<file path="config.mk">
export PLATFORM = sky130hd
export DESIGN_NAME = gslc_ctrl
export DESIGN_NICKNAME = d
export VERILOG_FILES = /design/src/hdl/gslc_pkg.sv /design/src/hdl/gslc_ctrl.sv
export SDC_FILE = /design/constraint.sdc
export NUM_CORES = 1
export LEC_CHECK = 0
export BUFFER_PORTS_ARGS = -buffer_cell sky130_fd_sc_hd__buf_4
export CAP_MARGIN = 40
export CORE_ASPECT_RATIO = 1.75
export CORE_UTILIZATION = 39
export CTS_CLUSTER_SIZE = 16
export DETAILED_ROUTE_END_ITERATION = 8
export PLACE_DENSITY = 0.72
export SLEW_MARGIN = 5
export SYNTH_ARGS = -nofsm -noshare
export SYNTH_HDL_FRONTEND = slang
export SYNTH_SLANG_ARGS = --single-unit
export TNS_END_PERCENT = 20
</file>
<file path="constraint.sdc">
create_clock -name clk -period 3.6 [get_ports clk]
set_input_delay 0.72 -clock clk [delete_from_list [all_inputs] [get_ports clk]]
set_output_delay 0.72 -clock clk [all_outputs]
set_load 0.005 [all_outputs]
</file>
<file path="src/hdl/gslc_pkg.sv">
// shared types and constants for the glyph slot lfu cache
package gslc_pkg;

  // storage geometry
  localparam int SLOT_COUNT = 256;
  localparam int SLOT_BITS  = $clog2(SLOT_COUNT);
  localparam int INDEX_BITS = 14;
  localparam int COUNT_BITS = 15;

  // fixed field widths of the beats
  localparam int GLYPH_FIELD_BITS = 14;
  localparam int SLOT_FIELD_BITS  = 8;

  typedef logic [SLOT_BITS-1:0]  slot_t;
  typedef logic [INDEX_BITS-1:0] idx_t;
  typedef logic [COUNT_BITS-1:0] cnt_t;

  localparam cnt_t  COUNT_MAX = '1;
  localparam cnt_t  COUNT_ONE = cnt_t'(1);
  localparam slot_t SLOT_LAST = slot_t'(SLOT_COUNT - 1);

  // action codes
  localparam logic ACT_ACCESS  = 1'b0;
  localparam logic ACT_END_RUN = 1'b1;

  typedef struct packed {
    logic                        action;
    logic [GLYPH_FIELD_BITS-1:0] glyph_index;
    logic                        glyph_available;
  } in_beat_t;

  typedef struct packed {
    logic [SLOT_FIELD_BITS-1:0]  slot;
    logic                        hit;
    logic                        load_error;
    logic                        evicted;
    logic [GLYPH_FIELD_BITS-1:0] evicted_index;
  } out_beat_t;

  // one slot of the table
  typedef struct packed {
    idx_t glyph;
    cnt_t count;
    logic pinned;
  } entry_t;

  // request from the controller to the slot memory
  typedef struct packed {
    logic   rd_en;
    slot_t  rd_addr;
    logic   wr_en;
    slot_t  wr_addr;
    entry_t wr_data;
  } ram_req_t;

  typedef enum logic [2:0] {
    ST_IDLE,
    ST_SCAN,
    ST_CLEAR,
    ST_WRITE,
    ST_DONE
  } ctrl_state_t;

endpackage

</file>
<file path="src/hdl/gslc_ctrl.sv">
// scan sequencer: lookup, victim choice, pin clearing and writeback
module gslc_ctrl (
  input  logic                clk,
  input  logic                rst_n,
  input  logic                in_valid,
  input  gslc_pkg::in_beat_t  in_data,
  output logic                in_ready,
  input  gslc_pkg::entry_t    rd_data,
  output gslc_pkg::ram_req_t  ram_req,
  output logic                res_valid,
  output gslc_pkg::out_beat_t res_data,
  input  logic                res_take
);

  gslc_pkg::ctrl_state_t state_r, state_nxt;

  logic                act_r, act_nxt;
  gslc_pkg::idx_t      idx_r, idx_nxt;
  logic                avail_r, avail_nxt;
  gslc_pkg::slot_t     iss_r, iss_nxt;
  logic                iss_live_r, iss_live_nxt;
  logic                chk_vld_r, chk_vld_nxt;
  gslc_pkg::slot_t     chk_addr_r, chk_addr_nxt;
  logic                hit_fnd_r, hit_fnd_nxt;
  gslc_pkg::slot_t     hit_slot_r, hit_slot_nxt;
  gslc_pkg::cnt_t      hit_cnt_r, hit_cnt_nxt;
  logic                empty_fnd_r, empty_fnd_nxt;
  gslc_pkg::slot_t     empty_slot_r, empty_slot_nxt;
  gslc_pkg::cnt_t      least_r, least_nxt;
  gslc_pkg::slot_t     best_r, best_nxt;
  gslc_pkg::idx_t      best_glyph_r, best_glyph_nxt;
  gslc_pkg::out_beat_t res_r, res_nxt;

  logic            accept;
  logic            match;
  logic            chk_last;
  logic            scanning;
  gslc_pkg::slot_t victim;
  gslc_pkg::slot_t wb_slot;
  gslc_pkg::cnt_t  wb_cnt;

  assign accept   = (state_r == gslc_pkg::ST_IDLE) && in_valid;
  assign match    = chk_vld_r && (rd_data.count != '0) && (rd_data.glyph == idx_r);
  assign chk_last = chk_vld_r && (chk_addr_r == gslc_pkg::SLOT_LAST);
  assign scanning = (state_r == gslc_pkg::ST_SCAN) || (state_r == gslc_pkg::ST_CLEAR);
  assign victim   = empty_fnd_r ? empty_slot_r : best_r;
  assign wb_slot  = hit_fnd_r ? hit_slot_r : victim;
  assign wb_cnt   = (hit_cnt_r == gslc_pkg::COUNT_MAX) ? hit_cnt_r
                                                       : gslc_pkg::cnt_t'(hit_cnt_r + 1'b1);

  // next state
  always_comb begin
    state_nxt = state_r;
    unique case (state_r)
      gslc_pkg::ST_IDLE: begin
        if (in_valid) begin
          state_nxt = (in_data.action == gslc_pkg::ACT_END_RUN) ? gslc_pkg::ST_CLEAR
                                                                : gslc_pkg::ST_SCAN;
        end
      end
      gslc_pkg::ST_SCAN: begin
        if (match || chk_last) begin
          state_nxt = gslc_pkg::ST_WRITE;
        end
      end
      gslc_pkg::ST_CLEAR: begin
        if (chk_last) begin
          state_nxt = gslc_pkg::ST_WRITE;
        end
      end
      gslc_pkg::ST_WRITE: begin
        state_nxt = gslc_pkg::ST_DONE;
      end
      gslc_pkg::ST_DONE: begin
        if (res_take) begin
          state_nxt = gslc_pkg::ST_IDLE;
        end
      end
      default: state_nxt = gslc_pkg::ST_IDLE;
    endcase
  end

  // outputs
  always_comb begin
    in_ready        = (state_r == gslc_pkg::ST_IDLE);
    res_valid       = (state_r == gslc_pkg::ST_DONE);
    ram_req         = '0;
    ram_req.rd_en   = scanning && iss_live_r;
    ram_req.rd_addr = iss_r;
    unique case (state_r)
      gslc_pkg::ST_CLEAR: begin
        ram_req.wr_en          = chk_vld_r && rd_data.pinned;
        ram_req.wr_addr        = chk_addr_r;
        ram_req.wr_data        = rd_data;
        ram_req.wr_data.pinned = 1'b0;
      end
      gslc_pkg::ST_WRITE: begin
        ram_req.wr_en          = !act_r && (hit_fnd_r || avail_r);
        ram_req.wr_addr        = wb_slot;
        ram_req.wr_data.glyph  = idx_r;
        ram_req.wr_data.count  = hit_fnd_r ? wb_cnt : gslc_pkg::COUNT_ONE;
        ram_req.wr_data.pinned = 1'b1;
      end
      gslc_pkg::ST_IDLE, gslc_pkg::ST_SCAN, gslc_pkg::ST_DONE: begin
      end
      default: begin
      end
    endcase
  end

  // datapath
  always_comb begin
    act_nxt        = act_r;
    idx_nxt        = idx_r;
    avail_nxt      = avail_r;
    iss_nxt        = iss_r;
    iss_live_nxt   = iss_live_r;
    chk_vld_nxt    = 1'b0;
    chk_addr_nxt   = chk_addr_r;
    hit_fnd_nxt    = hit_fnd_r;
    hit_slot_nxt   = hit_slot_r;
    hit_cnt_nxt    = hit_cnt_r;
    empty_fnd_nxt  = empty_fnd_r;
    empty_slot_nxt = empty_slot_r;
    least_nxt      = least_r;
    best_nxt       = best_r;
    best_glyph_nxt = best_glyph_r;
    res_nxt        = res_r;

    if (accept) begin
      act_nxt       = in_data.action;
      idx_nxt       = gslc_pkg::idx_t'(in_data.glyph_index);
      avail_nxt     = in_data.glyph_available;
      iss_nxt       = '0;
      iss_live_nxt  = 1'b1;
      hit_fnd_nxt   = 1'b0;
      empty_fnd_nxt = 1'b0;
      least_nxt     = gslc_pkg::COUNT_MAX;
      best_nxt      = '0;
    end

    if (scanning) begin
      chk_vld_nxt  = iss_live_r;
      chk_addr_nxt = iss_r;
      if (iss_live_r) begin
        iss_nxt      = gslc_pkg::slot_t'(iss_r + 1'b1);
        iss_live_nxt = (iss_r != gslc_pkg::SLOT_LAST);
      end
    end

    if ((state_r == gslc_pkg::ST_SCAN) && chk_vld_r) begin
      if (match) begin
        hit_fnd_nxt  = 1'b1;
        hit_slot_nxt = chk_addr_r;
        hit_cnt_nxt  = rd_data.count;
      end
      if ((rd_data.count == '0) && !empty_fnd_r) begin
        empty_fnd_nxt  = 1'b1;
        empty_slot_nxt = chk_addr_r;
      end
      // least count among unpinned, later slot wins a tie; slot 0 is the fallback
      if (!rd_data.pinned && (rd_data.count <= least_r)) begin
        least_nxt      = rd_data.count;
        best_nxt       = chk_addr_r;
        best_glyph_nxt = rd_data.glyph;
      end else if (chk_addr_r == '0) begin
        best_glyph_nxt = rd_data.glyph;
      end
    end

    if (state_r == gslc_pkg::ST_WRITE) begin
      res_nxt = '0;
      if (!act_r) begin
        if (hit_fnd_r) begin
          res_nxt.slot = gslc_pkg::SLOT_FIELD_BITS'(hit_slot_r);
          res_nxt.hit  = 1'b1;
        end else if (!avail_r) begin
          res_nxt.load_error = 1'b1;
        end else begin
          res_nxt.slot    = gslc_pkg::SLOT_FIELD_BITS'(victim);
          res_nxt.evicted = !empty_fnd_r;
          res_nxt.evicted_index = empty_fnd_r ? '0
                                  : gslc_pkg::GLYPH_FIELD_BITS'(best_glyph_r);
        end
      end
    end
  end

  always_ff @(posedge clk) begin
    if (!rst_n) begin
      state_r    <= gslc_pkg::ST_IDLE;
      iss_live_r <= 1'b0;
      chk_vld_r  <= 1'b0;
    end else begin
      state_r    <= state_nxt;
      iss_live_r <= iss_live_nxt;
      chk_vld_r  <= chk_vld_nxt;
    end
  end

  always_ff @(posedge clk) begin
    act_r        <= act_nxt;
    idx_r        <= idx_nxt;
    avail_r      <= avail_nxt;
    iss_r        <= iss_nxt;
    chk_addr_r   <= chk_addr_nxt;
    hit_fnd_r    <= hit_fnd_nxt;
    hit_slot_r   <= hit_slot_nxt;
    hit_cnt_r    <= hit_cnt_nxt;
    empty_fnd_r  <= empty_fnd_nxt;
    empty_slot_r <= empty_slot_nxt;
    least_r      <= least_nxt;
    best_r       <= best_nxt;
    best_glyph_r <= best_glyph_nxt;
    res_r        <= res_nxt;
  end

  assign res_data = res_r;

endmodule
</file>
Yosys cells after proc, flatten, opt, wreduce, memory -nomap -nowiden
Index checks and enable logic that the tools add are counted.
{ "totals": {"reg_bits": 132} }
{ "classes": {"addsub": 2, "n_lt_le_gt_ge": 1, "eq_ne": 12, "muxes": 35, "bitwise_logic": 1, "n_reduce_logical": 29} }
{ "op_table": {"columns": ["cell", "count"], "rows": [
  ["8-bit two-way mux", 10],
  ["39-bit case mux with 2 select lines", 1],
  ["15-bit two-way mux", 5],
  ["14-bit two-way mux", 2],
  ["15-bit by 1-bit adder with 15-bit output (second input constant)", 1],
  ["15-bit == test (second input constant)", 1],
  ["15-bit less-or-equal comparator", 1],
  ["15-bit logical NOT", 1],
  ["3-bit case mux with 5 select lines", 1],
  ["15-bit nonzero test", 1],
  ["14-bit == test", 1],
  ["3-bit two-way mux", 4],
  ["1-bit two-way mux", 11],
  ["1-bit logical AND", 10],
  ["8-bit by 1-bit adder with 8-bit output (second input constant)", 1],
  ["8-bit == test (second input constant)", 1],
  ["8-bit logical NOT", 1],
  ["8-bit != test (second input constant)", 1],
  ["2-bit AND reduction", 4],
  ["3-bit by 2-bit == test with 1-bit output (second input constant)", 2],
  ["2-bit != test (second input constant)", 3],
  ["4-bit AND reduction", 1],
  ["4-bit OR reduction", 1],
  ["3-bit by 1-bit == test with 1-bit output (second input constant)", 1],
  ["10 further kinds", 14]
]} }

Depth between registers and ports, before layout
{ "depth": {"ltp_word": 6, "depth_mapped": 8, "ltp_nobuf": 7} }

Least setup slack after synthesis
OpenSTA, ideal clock, no wires.
{ "synth_path": {"kind": "input port to flip-flop", "start": "input port rd_data[15] in the netlist's numbering", "end": "register best_glyph_r[0], enable pin", "setup_ps": 440, "t_arrival_ps": 2484, "slack_ps": 675, "stages": 7, "cell_sequence": "ha_1 -> nand4_1 -> nor3_1 -> o31ai_1 -> a21oi_2 -> buf_2 -> o21ai_0"} }
{ "synth_between": {"elab_chain_cells": 4} }
{ "synth_rtl": {"columns": ["item", "line", "text"], "rows": [
  ["start, declared", "gslc_ctrl.sv:8", "input gslc_pkg::entry_t rd_data,"],
  ["15-bit less-or-equal comparator", "gslc_ctrl.sv:162", "if (!rd_data.pinned && (rd_data.count <= least_r)) begin"],
  ["1-bit logical AND", "gslc_ctrl.sv:162", null],
  ["2-bit nonzero test (no source line)", null, null],
  ["2-bit AND reduction (no source line)", null, null],
  ["end signal, assigned", "gslc_ctrl.sv:214", "best_glyph_r <= best_glyph_nxt;"],
  ["end, declared", "gslc_ctrl.sv:31", "gslc_pkg::idx_t best_glyph_r, best_glyph_nxt;"]
]} }
No other way between the ends.
A chain may end at the register's enable or synchronous reset.

==> flow_metrics.env <==
export IMPL_status="finished with violations"
export IMPL_violations="design-rule violations"
export IMPL_synth_seq_cells=132
export IMPL_synthTopCellsByCount="edfxtp_1 (94), nand2_1 (62), dfxtp_1 (38)"
export IMPL_cp_depth=7
export IMPL_globalplace_congestion=0.859
export IMPL_crit_path_end="ram_req[7]"
export IMPL_vias=4575
export IMPL_postCtsSetupRepairBufs=0
export IMPL_synth_most_common_cell="edfxtp_1"
export IMPL_fin_crit_sh=0.900
export IMPL_wl_per_cell_um=17.3
export IMPL_end_kind="output port"
export IMPL_rows=60
export IMPL_worst_pin_slew_ns=0.752
export IMPL_clock_sinks=132
export IMPL_ir_worst_vdd_uv=367
export IMPL_numCtsBuffers=17
export IMPL_htreeDepth=4
export IMPL_clkLatencyLatePin_ns=0.42
export IMPL_slew_violations=0
export IMPL_ys_warn_count=0
export IMPL_antenna_found_initial=0
export IMPL_path_delay_family="simple AND/OR/NAND/NOR gates"
export IMPL_p_per_area_mw_per_mm2=481
export IMPL_diodes=0
export IMPL_fin_nets=727
export IMPL_fin_tns_setup_ns=0
export IMPL_rsz0062_at_grt="false"
export IMPL_timing_final_crit_period_ns=3.24
export IMPL_die_x_um=96.4
export IMPL_drive_above_1_share=0.291
export IMPL_io_buffer_count=124
export IMPL_synth_edff_count=94
export IMPL_arrival_ns=2.52
export IMPL_max_stage_delay_ns=0.49
export IMPL_maxSlewHeadroom=0.498
export IMPL_postSynthAreaPerCell_um2=11.5
export IMPL_synth_ff_type="edfxtp_1"
export IMPL_syn2layout_area_growth_pct=29.0
export IMPL_slowest_stage="or4_1"
export IMPL_syn_area_mm2=0.00608
export IMPL_crit_buf_inv=1
export IMPL_seq_power_share=0.459
export IMPL_setup_violations=0
export IMPL_crit_chain="ha_1, and2_1, nand3_1, nor2_8, or4_1, nand3_1, buf_4"
export IMPL_syn_nets=595
export IMPL_cts_clk_slew_worst_paths_ns=0.06
export IMPL_wirelength_um=14800
export IMPL_hpwl_um=11100
export IMPL_yosysTopAreaCellShare=0.464
export IMPL_grt_max_degree=40
export IMPL_hold_path_class="flip-flop to flip-flop"
export IMPL_hold_buffers=0
export IMPL_worstSetupPathType="flip-flop to output port"
export IMPL_leakage_uw=0.00325
export IMPL_r2r_end="least_r[8]"
export IMPL_r2r_start="least_r[14]"
export IMPL_dieArea_mm2=0.0161
export IMPL_cts_tree="built"
export IMPL_core_area_mm2=0.0153
export IMPL_skew_ns=0.0104
export IMPL_synth_cells=528
export IMPL_drv_cap=0
export IMPL_p_sw_frac=0.251
export IMPL_hold_viol=0
export IMPL_clockBufferDepth=2
export IMPL_crit_start="hit_cnt_r[0]"
export IMPL_synth_seq_area_share=0.590
export IMPL_synth_largest_area_cell="edfxtp_1"
export IMPL_p_int_uw=2820
export IMPL_p_sw_uw=949
export IMPL_ys_types=51
export IMPL_postRouteAntennaNets=0
export IMPL_via_per_inst=5.33
export IMPL_grt_pass1_wl_um=23600
export IMPL_overflow=0
export IMPL_first_pass_iters=7
export IMPL_async_reset_ff_frac=0
export IMPL_cts_root_buf="clkbuf_16"
export IMPL_dieHeight_um=167
export IMPL_rr_worst_depth=8
export IMPL_combinationalPowerShare=0.082
export IMPL_drtIter0Drc=253
export IMPL_worstSetupStartpointType="flip-flop"
export IMPL_synth_area_leaders="edfxtp_1 (46%), dfxtp_1 (13%), mux2i_1 (4.0%)"
export IMPL_r2r_setup_slack_ns=1.33
export IMPL_cts_resized=0
export IMPL_fmax_ghz=0.309
export IMPL_p_clk_frac=0.459
export IMPL_initial_utilization=0.397
export IMPL_grt_pass1_vias=4579
export IMPL_crit_required_ns=2.88
export IMPL_pin_count=125
export IMPL_final_util=0.512
export IMPL_cp_common_cell="nand3_1"
export IMPL_track_usage=0.196
export IMPL_drc_errors=1
export IMPL_cp_max_fo=7
==> stage by stage <==
| step | cells | setup slack, ns | total power (uW) | hold slack [ns] | area, um2 |
|---|---|---|---|---|---|
| final | 859 | 0.361 | 3770 | 0.468 | 7840 |
| after global routing | 859 | 0.283 | 3890 | 0.463 | 7840 |
| after CTS | 859 | 0.357 | 3800 | 0.458 | 7840 |
| after detailed placement | 827 | 0.824 | 2070 | 0.463 | 7240 |
| after global placement | 826 | 0.873 | 2060 | 0.446 | 7230 |
| after floorplan | 528 | 0.675 | 1890 | 0.437 | 6080 |
==> power by group through the flow <==
stage	registers [uW]	logic (uW)	clock network, uW
2_1_floorplan	1740	148	0
3_3_place_gp	1760	301	0
3_5_place_dp	1760	310	0
4_1_cts	1730	312	1760
5_1_grt	1740	340	1820
6_report	1730	309	1730
==> sequential cells by signal, indices dropped and copies added (netlist names) <==
register      cells
best_glyph_r     14
chk_addr_r        8
hit_slot_r        8
res_data         25
avail_r           1
chk_vld_r         1
iss_live_r        1
best_r            8
idx_r            14
hit_fnd_r         1
iss_r             8
state_r           3
empty_slot_r      8
empty_fnd_r       1
least_r          15
hit_cnt_r        15
act_r             1
==> cell usage in the layout, fill, tap and decap left out, types with 4 or more instances in the layout <==
| cell type | count |
|---|---|
| and2_1 | 18 |
| o21ai_1 | 9 |
| mux2i_1 | 24 |
| nand2_1 | 62 |
| edfxtp_1 | 94 |
| mux2_2 | 14 |
| xnor2_1 | 13 |
| inv_8 | 7 |
| o21ai_0 | 23 |
| nor4_1 | 9 |
| nor2_1 | 22 |
| clkbuf_16 | 17 |
| buf_4 | 135 |
| dfxtp_1 | 38 |
| nor3_1 | 17 |
| a21oi_1 | 25 |
| inv_1 | 28 |
| xor2_1 | 11 |
| nand3_1 | 16 |
| ha_1 | 17 |
| a22o_1 | 15 |
| nand4_1 | 9 |
| and3_1 | 4 |
| inv_6 | 4 |
==> worst min-delay path by stage <==
stage	start	end	cells past startpoint
final	best_r[3]	best_r[3]	2
after global routing	in_data[8]	idx_r[7]	1
after CTS	in_data[8]	idx_r[7]	1
after detailed placement	best_r[1]	best_r[1]	2
after global placement	best_r[1]	best_r[1]	2
after floorplan	best_r[0]	best_r[0]	2
==> cells by family (layout without fill, tap and decap cells) <==
| group | after synthesis | in the layout | synth area share |
|---|---|---|---|
| muxes | 38 | 38 | 0.0655 |
| DFF | 132 | 132 | 0.590 |
| adders and majority gates | 17 | 17 | 0.0350 |
| buffers and inverters | 51 | 196 | 0.0340 |
| and+or+nand+nor | 172 | 172 | 0.142 |
| xor gates and xnor gates | 24 | 24 | 0.0346 |
| AOI/OAI and AO/OA | 94 | 94 | 0.0994 |
==> per-layer routing <==
layer	global-route usage	vias to the layer above	wire (um)
met1	0.210	2195	5440
li1	-	2192	-
met5	0	-	0
met4	0.107	0	624
met2	0.350	152	8130
met3	0.0354	36	654
==> area by class of cell <==
type,count,area [um2]
well taps,186,233
multi-input cells,345,2300
clock inverters,15,175
inverters,29,109
clock buffers,17,425
fillers,1363,7470
flip-flops and latches,132,3580
repair buffers,135,1010
==> worst min-delay path, stage by stage, from the launching register on <==
cell,delay [ns]
dfxtp_1,0.31
nand2_1,0.05
mux2i_1,0.05
No activity file was read; power rests on OpenSTA's default activity.
